===== src/design/pvoa_pkg.sv =====
// ----------------------------------------------------------------------------
// pvoa_pkg : shared types for the polyphonic voice allocator
// Scan packet, table write command, result record and controller states.
// ----------------------------------------------------------------------------
package pvoa_pkg;

  // Slot index width inside the cell chain, wide enough for the largest voice count.
  localparam int IDX_W   = 6;
  localparam int KEY_W   = 7;
  localparam int STAMP_W = 32;
  localparam int SLOT_W  = 3;

  typedef enum logic {
    OP_NOTE_ON  = 1'b0,
    OP_NOTE_OFF = 1'b1
  } op_t;

  typedef enum logic [1:0] {
    S_IDLE,
    S_SCAN,
    S_DONE
  } state_t;

  // Search state carried from cell to cell, one cell per cycle.
  typedef struct packed {
    logic                valid;
    logic [KEY_W-1:0]    note;
    logic                idle_found;
    logic [IDX_W-1:0]    free_idx;
    logic                old_valid;
    logic [IDX_W-1:0]    old_idx;
    logic [STAMP_W-1:0]  old_stamp;
    logic [KEY_W-1:0]    old_key;
    logic                rel_found;
    logic [IDX_W-1:0]    rel_idx;
    logic [STAMP_W-1:0]  rel_stamp;
  } scan_t;

  // Broadcast write to the slot table.
  typedef struct packed {
    logic                en;
    logic [IDX_W-1:0]    idx;
    logic                gate;
    logic                load;
    logic [KEY_W-1:0]    key;
    logic [KEY_W-1:0]    strength;
    logic [STAMP_W-1:0]  stamp;
  } wr_t;

  typedef struct packed {
    logic [SLOT_W-1:0]   slot_index;
    logic                slot_found;
    logic                gate_level;
    logic                voice_stolen;
    logic [KEY_W-1:0]    stolen_note;
  } res_t;

endpackage


===== src/design/pvoa_if.sv =====
// ----------------------------------------------------------------------------
// pvoa_if : valid/ready channels of the voice allocator
// Event channel into the block and result channel out of it.
// ----------------------------------------------------------------------------
interface pvoa_in_if;
  logic       valid;
  logic       ready;
  logic       operation;
  logic [6:0] note;
  logic [6:0] velocity;

  modport source (output valid, output operation, output note, output velocity, input ready);
  modport sink   (input valid, input operation, input note, input velocity, output ready);
endinterface

interface pvoa_out_if;
  logic       valid;
  logic       ready;
  logic [2:0] slot_index;
  logic       slot_found;
  logic       gate_level;
  logic       voice_stolen;
  logic [6:0] stolen_note;

  modport source (output valid, output slot_index, output slot_found, output gate_level,
                  output voice_stolen, output stolen_note, input ready);
  modport sink   (input valid, input slot_index, input slot_found, input gate_level,
                  input voice_stolen, input stolen_note, output ready);
endinterface


===== src/design/polyphonic_voice_allocator_top.sv =====
// ----------------------------------------------------------------------------
// polyphonic_voice_allocator_top : voice allocation with oldest-note stealing
// Row of slot cells scanned by a travelling packet, then at most one broadcast write.
// ----------------------------------------------------------------------------
// Usage:
//   in_chan  carries note events (operation, note, velocity); a transaction
//            completes when valid and ready are both high at a clock edge.
//   out_chan returns one result per event: the slot assigned or released,
//            whether one was found, the new gate and any stolen note.
//   One event is in flight at a time. A search packet is registered on
//   acceptance, enters the first cell and steps one cell per cycle down
//   the chain. When it leaves the last cell the table write and result
//   capture follow, and the result moves into the output register once
//   that is free. A new event is taken only after the previous result has
//   entered the output register.
//   Reset (rst_n low, synchronous) clears every slot to inactive with zero
//   note and stamp, and zeroes the event counter.
//   When the receiver stalls the result holds in the output register while
//   the next event is accepted and scanned; that event waits for the output
//   register to free before it completes.
// ----------------------------------------------------------------------------
module polyphonic_voice_allocator_top #(
  parameter int VOICES = 8
) (
  input  logic              clk,
  input  logic              rst_n,
  pvoa_in_if.sink           in_chan,
  pvoa_out_if.source        out_chan
);

  pvoa_pkg::state_t                 state_r, state_nxt;
  logic                             op_r;
  logic [pvoa_pkg::KEY_W-1:0]       note_r;
  logic [pvoa_pkg::KEY_W-1:0]       vel_r;
  logic [pvoa_pkg::STAMP_W-1:0]     cnt_r;
  pvoa_pkg::scan_t                  launch_r, launch_nxt;
  pvoa_pkg::scan_t                  chain [VOICES];
  pvoa_pkg::scan_t                  tail;
  pvoa_pkg::wr_t                    wr;
  pvoa_pkg::res_t                   res_r, res_nxt, out_r;
  logic                             out_valid_r;
  logic                             accept;
  logic                             commit;
  logic                             push;
  logic                             out_free;
  logic                             commit_on;
  logic [VOICES:0]                  vld;

  assign accept   = in_chan.valid && in_chan.ready;
  assign out_free = !out_valid_r || out_chan.ready;
  assign tail     = chain[VOICES-1];

  // Cell chain: each cell takes the packet of its neighbour below.
  for (genvar g = 0; g < VOICES; g++) begin : g_cell
    pvoa_cell #(.CELL_IDX(g)) u_cell (
      .clk      (clk),
      .rst_n    (rst_n),
      .scan_in  ((g == 0) ? launch_r : chain[(g == 0) ? 0 : g-1]),
      .scan_out (chain[g]),
      .wr       (wr)
    );
    assign vld[g+1] = chain[g].valid;
  end
  assign vld[0] = launch_r.valid;

  // Next state
  always_comb begin
    state_nxt = state_r;
    unique case (state_r)
      pvoa_pkg::S_IDLE: if (accept)     state_nxt = pvoa_pkg::S_SCAN;
      pvoa_pkg::S_SCAN: if (tail.valid) state_nxt = pvoa_pkg::S_DONE;
      pvoa_pkg::S_DONE: if (out_free)   state_nxt = pvoa_pkg::S_IDLE;
      default:                          state_nxt = pvoa_pkg::S_IDLE;
    endcase
  end

  // Controller outputs
  always_comb begin
    in_chan.ready = 1'b0;
    commit        = 1'b0;
    push          = 1'b0;
    unique case (state_r)
      pvoa_pkg::S_IDLE: in_chan.ready = 1'b1;
      pvoa_pkg::S_SCAN: commit        = tail.valid;
      pvoa_pkg::S_DONE: push          = out_free;
      default: ;
    endcase
  end

  assign commit_on = commit && (op_r == pvoa_pkg::OP_NOTE_ON);

  // Build a fresh search packet for the event being accepted.
  always_comb begin
    launch_nxt = '0;
    if (accept) begin
      launch_nxt.valid = 1'b1;
      launch_nxt.note  = in_chan.note;
    end
  end

  // Decide from the packet leaving the last cell and build the table write.
  always_comb begin
    wr       = '0;
    res_nxt  = '0;
    wr.key      = note_r;
    wr.strength = vel_r;
    wr.stamp    = cnt_r + 32'd1;
    if (commit) begin
      if (op_r == pvoa_pkg::OP_NOTE_ON) begin
        wr.en   = 1'b1;
        wr.load = 1'b1;
        wr.gate = 1'b1;
        wr.idx  = tail.idle_found ? tail.free_idx : tail.old_idx;
        res_nxt.slot_index   = wr.idx[pvoa_pkg::SLOT_W-1:0];
        res_nxt.slot_found   = 1'b1;
        res_nxt.gate_level   = 1'b1;
        res_nxt.voice_stolen = !tail.idle_found;
        res_nxt.stolen_note  = tail.idle_found ? '0 : tail.old_key;
      end else if (tail.rel_found) begin
        // release: drop the gate, keep the slot contents
        wr.en  = 1'b1;
        wr.idx = tail.rel_idx;
        res_nxt.slot_index = tail.rel_idx[pvoa_pkg::SLOT_W-1:0];
        res_nxt.slot_found = 1'b1;
      end
    end
  end

  always_ff @(posedge clk) begin
    if (!rst_n) begin
      state_r     <= pvoa_pkg::S_IDLE;
      cnt_r       <= '0;
      launch_r    <= '0;
      out_valid_r <= 1'b0;
    end else begin
      state_r  <= state_nxt;
      // launch a fresh search packet on acceptance
      launch_r <= launch_nxt;
      if (commit_on) begin
        cnt_r <= cnt_r + 32'd1;
      end
      if (push) begin
        out_valid_r <= 1'b1;
      end else if (out_chan.ready) begin
        out_valid_r <= 1'b0;
      end
    end
  end

  // Payload registers
  always_ff @(posedge clk) begin
    if (accept) begin
      op_r   <= in_chan.operation;
      note_r <= in_chan.note;
      vel_r  <= in_chan.velocity;
    end
    if (commit) begin
      res_r <= res_nxt;
    end
    if (push) begin
      out_r <= res_r;
    end
  end

  assign out_chan.valid        = out_valid_r;
  assign out_chan.slot_index   = out_r.slot_index;
  assign out_chan.slot_found   = out_r.slot_found;
  assign out_chan.gate_level   = out_r.gate_level;
  assign out_chan.voice_stolen = out_r.voice_stolen;
  assign out_chan.stolen_note  = out_r.stolen_note;

  // Only one search packet may travel the chain.
  a_one_packet : assert property (@(posedge clk) disable iff (!rst_n)
    $onehot0(vld))
    else $error("more than one scan packet in the cell chain");

  // The packet leaves the chain only while the controller waits for it.
  a_tail_in_scan : assert property (@(posedge clk) disable iff (!rst_n)
    tail.valid |-> (state_r == pvoa_pkg::S_SCAN))
    else $error("scan packet left the chain outside the scan state");

  // The event counter advances by one on each note-on commit.
  a_count_step : assert property (@(posedge clk) disable iff (!rst_n)
    commit_on |=> (cnt_r == $past(cnt_r) + 32'd1))
    else $error("event counter did not advance on note on");

  // A result without a slot carries neither gate nor steal.
  a_empty_result : assert property (@(posedge clk) disable iff (!rst_n)
    (out_chan.valid && !out_chan.slot_found) |->
      (!out_chan.gate_level && !out_chan.voice_stolen && (out_chan.stolen_note == 7'd0)))
    else $error("empty result carries slot data");

endmodule


===== src/design/pvoa_cell.sv =====
// ----------------------------------------------------------------------------
// pvoa_cell : one voice slot of the allocator chain
// Holds one slot and folds it into the passing scan packet, registered on its way to the next cell.
// ----------------------------------------------------------------------------
module pvoa_cell #(
  parameter int CELL_IDX = 0
) (
  input  logic            clk,
  input  logic            rst_n,
  input  pvoa_pkg::scan_t scan_in,
  output pvoa_pkg::scan_t scan_out,
  input  pvoa_pkg::wr_t   wr
);

  localparam logic [pvoa_pkg::IDX_W-1:0] MY_IDX = CELL_IDX[pvoa_pkg::IDX_W-1:0];

  logic [pvoa_pkg::KEY_W-1:0]   key_r;
  logic [pvoa_pkg::KEY_W-1:0]   strength_r;
  logic [pvoa_pkg::STAMP_W-1:0] stamp_r;
  logic                         on_r;
  pvoa_pkg::scan_t              scan_r;
  pvoa_pkg::scan_t              scan_nxt;

  always_comb begin
    scan_nxt = scan_in;
    // first inactive slot wins
    if (!on_r && !scan_in.idle_found) begin
      scan_nxt.idle_found = 1'b1;
      scan_nxt.free_idx   = MY_IDX;
    end
    // strictly smaller stamp: lowest slot wins ties
    if (!scan_in.old_valid || (stamp_r < scan_in.old_stamp)) begin
      scan_nxt.old_valid = 1'b1;
      scan_nxt.old_idx   = MY_IDX;
      scan_nxt.old_stamp = stamp_r;
      scan_nxt.old_key   = key_r;
    end
    // greater or equal stamp: highest slot wins ties
    if (on_r && (key_r == scan_in.note) && (stamp_r >= scan_in.rel_stamp)) begin
      scan_nxt.rel_found = 1'b1;
      scan_nxt.rel_idx   = MY_IDX;
      scan_nxt.rel_stamp = stamp_r;
    end
  end

  always_ff @(posedge clk) begin
    if (!rst_n) begin
      key_r      <= '0;
      strength_r <= '0;
      stamp_r    <= '0;
      on_r       <= 1'b0;
      scan_r     <= '0;
    end else begin
      scan_r <= scan_in.valid ? scan_nxt : '0;
      if (wr.en && (wr.idx == MY_IDX)) begin
        on_r <= wr.gate;
        if (wr.load) begin
          key_r      <= wr.key;
          strength_r <= wr.strength;
          stamp_r    <= wr.stamp;
        end
      end
    end
  end

  assign scan_out = scan_r;

endmodule


===== src/flat_wrapper.sv =====
// flat-port wrapper written by rule: the top's interface ports become plain ports
module polyphonic_voice_allocator_top_flat 
#(
  parameter int VOICES = 8
)
  (clk, rst_n, in_chan_valid, in_chan_operation, in_chan_note, in_chan_velocity, in_chan_ready, out_chan_valid, out_chan_slot_index, out_chan_slot_found, out_chan_gate_level, out_chan_voice_stolen, out_chan_stolen_note, out_chan_ready);
  pvoa_in_if in_chan_i ();
  pvoa_out_if out_chan_i ();
  input  logic clk;
  input  logic rst_n;
  input wire logic [$bits(in_chan_i.valid)-1:0] in_chan_valid;
  input wire logic [$bits(in_chan_i.operation)-1:0] in_chan_operation;
  input wire logic [$bits(in_chan_i.note)-1:0] in_chan_note;
  input wire logic [$bits(in_chan_i.velocity)-1:0] in_chan_velocity;
  output wire logic [$bits(in_chan_i.ready)-1:0] in_chan_ready;
  output wire logic [$bits(out_chan_i.valid)-1:0] out_chan_valid;
  output wire logic [$bits(out_chan_i.slot_index)-1:0] out_chan_slot_index;
  output wire logic [$bits(out_chan_i.slot_found)-1:0] out_chan_slot_found;
  output wire logic [$bits(out_chan_i.gate_level)-1:0] out_chan_gate_level;
  output wire logic [$bits(out_chan_i.voice_stolen)-1:0] out_chan_voice_stolen;
  output wire logic [$bits(out_chan_i.stolen_note)-1:0] out_chan_stolen_note;
  input wire logic [$bits(out_chan_i.ready)-1:0] out_chan_ready;
  assign in_chan_i.valid = in_chan_valid;
  assign in_chan_i.operation = in_chan_operation;
  assign in_chan_i.note = in_chan_note;
  assign in_chan_i.velocity = in_chan_velocity;
  assign in_chan_ready = in_chan_i.ready;
  assign out_chan_valid = out_chan_i.valid;
  assign out_chan_slot_index = out_chan_i.slot_index;
  assign out_chan_slot_found = out_chan_i.slot_found;
  assign out_chan_gate_level = out_chan_i.gate_level;
  assign out_chan_voice_stolen = out_chan_i.voice_stolen;
  assign out_chan_stolen_note = out_chan_i.stolen_note;
  assign out_chan_i.ready = out_chan_ready;
  polyphonic_voice_allocator_top #(.VOICES(VOICES)) u_core (.clk(clk), .rst_n(rst_n), .in_chan(in_chan_i), .out_chan(out_chan_i));
endmodule

===== config.mk =====
export PLATFORM = sky130hd
export DESIGN_NAME = polyphonic_voice_allocator_top_flat
export DESIGN_NICKNAME = d
export VERILOG_FILES = /design/src/design/pvoa_pkg.sv /design/src/design/pvoa_if.sv /design/src/design/polyphonic_voice_allocator_top.sv /design/src/design/pvoa_cell.sv /design/src/flat_wrapper.sv
export SDC_FILE = /design/constraint.sdc
export NUM_CORES = 2
export LEC_CHECK = 0
export BUFFER_PORTS_ARGS = -buffer_cell sky130_fd_sc_hd__buf_2
export CORE_AREA = 2 2 314 347
export CTS_CLUSTER_DIAMETER = 40
export DETAILED_ROUTE_END_ITERATION = 8
export DIE_AREA = 0 0 316 349
export GPL_ROUTABILITY_DRIVEN = 0
export GPL_TIMING_DRIVEN = 0
export PLACE_DENSITY = 0.69
export SLEW_MARGIN = 40
export SYNTH_ARGS = -nofsm -noshare
export SYNTH_HDL_FRONTEND = slang
export SYNTH_SLANG_ARGS = --single-unit

===== constraint.sdc =====
create_clock -name clk -period 6.7 [get_ports clk]
set_input_delay 1.34 -clock clk [delete_from_list [all_inputs] [get_ports clk]]
set_output_delay 1.34 -clock clk [all_outputs]
set_load 0.01 [all_outputs]

==> summary.md <==
Clock tree
• 0 — Resized cells post-CTS
• 0.06 ns — clock edge transition at the registers on the reported setup and hold paths
• 0 — setup repair bufs after CTS
• 3 — Max Root-Sink Buffers
• done — TritonCTS clock tree
• 0 — Hold-fix buffers, CTS
• 0.74 ns — worst skew pair latency
• 1032 — Sink Count
• 140 — total CTS buffers
• 4 — maximum level of the CTS H-tree
• sky130_fd_sc_hd__clkbuf_16 — buffer cell driving the clock tree root

Drt
• 0 — DRC violations left
• 0 — remaining number of nets flagged by the antenna check after routing
• 20.2 um — routed wirelength normalized by instance count
• 38.2k — via count of the routed design
• 5.49 — vias per cell
• 6 — drt pass-1 iters
• 3132 — DRC marker count from the first detailed-route iteration
• 140000 um — Final Routed Wirelength

Die
• 126 — standard-cell row count
• 110000 um2 — Die Footprint
• 34 — I/O pin total
• 0.446 — Initial Util
• 107000 um2 — area of the placeable core
• 349 um — die boundary height
• 316 um — die width

Global routing
• 215000 um — first-pass GRT wire length
• 0.252 — overall routing resource usage
• 0 — remaining global-route overflow
• 19 — pin count of the biggest net entering global routing
• 38.0k — via count of the first global-routing pass
• 3 — initial antenna violation count

Synth
• 0.0199 — parity-gate share of the synthesized area counting xor and xnor cells
• sky130_fd_sc_hd__dfxtp_1 — most frequent cell after synthesis
• 69 — synth unique cells
• sky130_fd_sc_hd__dfxtp_1 — cell taking the most area after synthesis
• 5720 — Post-Syn Nets
• 0.0389 — mux share of post-synthesis cell area
• sky130_fd_sc_hd__dfxtp_1 — leading register cell type out of synthesis
• sky130_fd_sc_hd__dfxtp_1 (998), sky130_fd_sc_hd__nand2_1 (832), sky130_fd_sc_hd__inv_1 (482) — top post-synthesis cells by count
• 0.116 — arithmetic-cell share of the synthesized area counting full adders, half adders and majority gates
• 34 — count of flip-flops with a built-in enable after synthesis
• 0 — Synth Warn #
• 9.05 um2 — post-synthesis area per instance
• 0.159 — compound-gate portion of the synthesized area
• sky130_fd_sc_hd__dfxtp_1 (42%), sky130_fd_sc_hd__ha_1 (12%), sky130_fd_sc_hd__nand2_1 (6.6%) — leading post-synthesis cells by cell area
• 0.160 — share of synthesized cell area in and, or, nand and nor gates
• simple AND/OR/NAND/NOR gates — combinational family with the most area after synthesis
• 1032 — count of state elements after synthesis
• 0.420 — portion of synthesized cell area occupied by the leading cell type
• 47600 um2 — Netlist Area Pre-Place
• 0.441 — share of synthesized area occupied by flip-flops and latches
• 5259 — post-synthesis instance total
• 0 — asr flop ratio synth

STA
• 0.908 ns — Worst-Margin Slew
• 250 MHz — maximum clock frequency
• 0 ns — final setup TNS
• 0.0293 ns — post-route clock skew
• 4.00 ns — Period minus WS final
• 0 — number of setup violations in the final report
• 0 — Final Slew Violations
• 0.379 — headroom to the max-slew limit
• 0 — endpoints failing hold
• no — unrepaired setup endpoints after global routing
• 2.70 ns — smallest setup slack after layout
• 0.598 — share of the clock period used by the worst path

Power and ir drop
• 14.0 mW — overall power of the completed layout
• 0.000265 V — Max VDD drop
• 24.1 nW — leak pwr
• 255 nW/um2 — Cell Pwr Density

Placed design
• 25 — IO buf count
• 111000 um — post-DP HPWL
• 49900 um2 — placed cell areas
• 2.45 ns — setup slack at placement

Worst setup path
• reg -> reg — category of the most critical setup path
• 7.36 ns — required time of the critical path
• u_core.g_cell[7].u_cell.scan_out[99]$_SDFF_PN0_ — source of the critical timing path
• u_core.g_cell[7].u_cell.scan_out[99]$_SDFF_PN0_ — Reg2Reg Launch Point
• 18 — largest fanout of any net on the critical path
• flop — element type at the critical path start
• flop — crit end category
• 4.67 ns — CP arrival

Outcome
• finished, final reports clean — result of the run

Finish
• 9598 — Layout fillers
• 54900 um2 — post-route standard cell area excluding fillers
• 5897 — # nets final
• 0.0771 — share of final-layout standard cells stronger than drive strength 1
• 15.4% — area overhead of the layout relative to synthesis

Worst hold path
• reg -> reg — class of the tightest hold or removal check
• u_core.res_r[10]$_DFFE_PP_ — launch instance of the worst min-delay path

Flow run
• 0 — max capacitance violation total

## worst max-delay path, stage by stage, from the launching register on
cell and delay [ns]:
sky130_fd_sc_hd__dfxtp_1 0.46, sky130_fd_sc_hd__nand3b_1 0.20, sky130_fd_sc_hd__clkinv_1 0.51, sky130_fd_sc_hd__nand2_1 0.43
sky130_fd_sc_hd__nor2_1 0.72, sky130_fd_sc_hd__and2_1 0.22, sky130_fd_sc_hd__clkbuf_1 0.39, sky130_fd_sc_hd__buf_2 0.38
sky130_fd_sc_hd__buf_1 0.42, sky130_fd_sc_hd__o211a_1 0.21
## placed cells by master (no fill, tap or decap), types with 80 or more instances in the layout
master,instances
sky130_fd_sc_hd__o21ai_0,252
sky130_fd_sc_hd__a21oi_1,212
sky130_fd_sc_hd__mux2i_1,185
sky130_fd_sc_hd__nand4_1,88
sky130_fd_sc_hd__nand2_1,832
sky130_fd_sc_hd__nor2_1,105
sky130_fd_sc_hd__a21boi_0,80
sky130_fd_sc_hd__clkbuf_16,147
sky130_fd_sc_hd__inv_1,482
sky130_fd_sc_hd__ha_1,442
sky130_fd_sc_hd__a21o_1,92
sky130_fd_sc_hd__nand3_1,298
sky130_fd_sc_hd__and3_1,113
sky130_fd_sc_hd__clkbuf_1,233
sky130_fd_sc_hd__dfxtp_1,998
sky130_fd_sc_hd__o211a_1,205
## logic make-up (layout without fill, tap and decap cells)
family | count (synthesis) | count (layout)
multiplexers | 185 | 185
buffers and inverters | 788 | 1081
XOR/XNOR | 108 | 108
AO/OA/AOI/OAI | 1063 | 1063
flip-flops | 1032 | 1032
adder cells (fa/ha/maj) | 442 | 442
other | 0 | 2
AND/OR/NAND/NOR | 1641 | 1641
## flip-flops by register name, indices dropped and copies added (netlist names), 2 cells and up
name                           flops
u_core.state_r                     2
u_core.g_cell.u_cell.on_r          8
u_core.cnt_r                      32
u_core.g_cell.u_cell.stamp_r     256
u_core.out_chan.stolen_note        7
u_core.out_chan.slot_index         3
u_core.g_cell.u_cell.key_r        56
u_core.note_r                      7
u_core.launch_r                    8
u_core.res_r                      13
u_core.g_cell.u_cell.scan_out    635
## power breakdown
part	switching, mW	total [mW]	internal (mW)	leakage [nW]
clock	2.96	7.66	4.70	2.39
combinational	0.127	0.160	0.0333	13.4
sequential	0.00506	6.18	6.18	8.33
total	3.09	14.0	10.9	24.1
## metrics by stage
stage / instances / hold slack, ns / utilization
after detailed placement: 6700 / 0.405 / 0.467
after floorplan: 5259 / 0.395 / -
final: 6962 / 0.417 / 0.514
after global placement: 6692 / 0.403 / 0.463
after global routing: 6960 / 0.421 / 0.514
after CTS: 6958 / 0.418 / 0.513
## layer usage
metal,track usage,up-vias,wire [um]
met1,0.306,17849,57300
met3,0.0385,402,8730
met2,0.415,1440,64700
li1,-,18509,-
met5,0,-,0
met4,0.165,0,9580
## cell type report
class                   count  area (um2)  share of cell area
clock inverters            84        1030              0.0187
clock buffers             174        3900              0.0710
well taps                1408        1760              0.0321
repair buffers             35         218             0.00396
multi-input cells        3439       23900               0.435
plain buffers             299        1260              0.0229
inverters                 489        1840              0.0334
diodes                      2        5.00           0.0000911
flip-flops and latches   1032       21000               0.382
## worst paths after layout
check	endpoint	slack, ns	cells past startpoint
setup reg to reg	u_core.g_cell[6].u_cell.stamp_r[19]$_SDFFE_PN0P_	2.70	9
hold / removal	u_core.out_chan.slot_index[0]$_DFFE_PP_	0.42	0
setup / recovery	u_core.g_cell[6].u_cell.stamp_r[19]$_SDFFE_PN0P_	2.70	9
hold reg to reg	u_core.out_chan.slot_index[0]$_DFFE_PP_	0.42	0
Note: power is estimated with default switching activity, not from simulation.
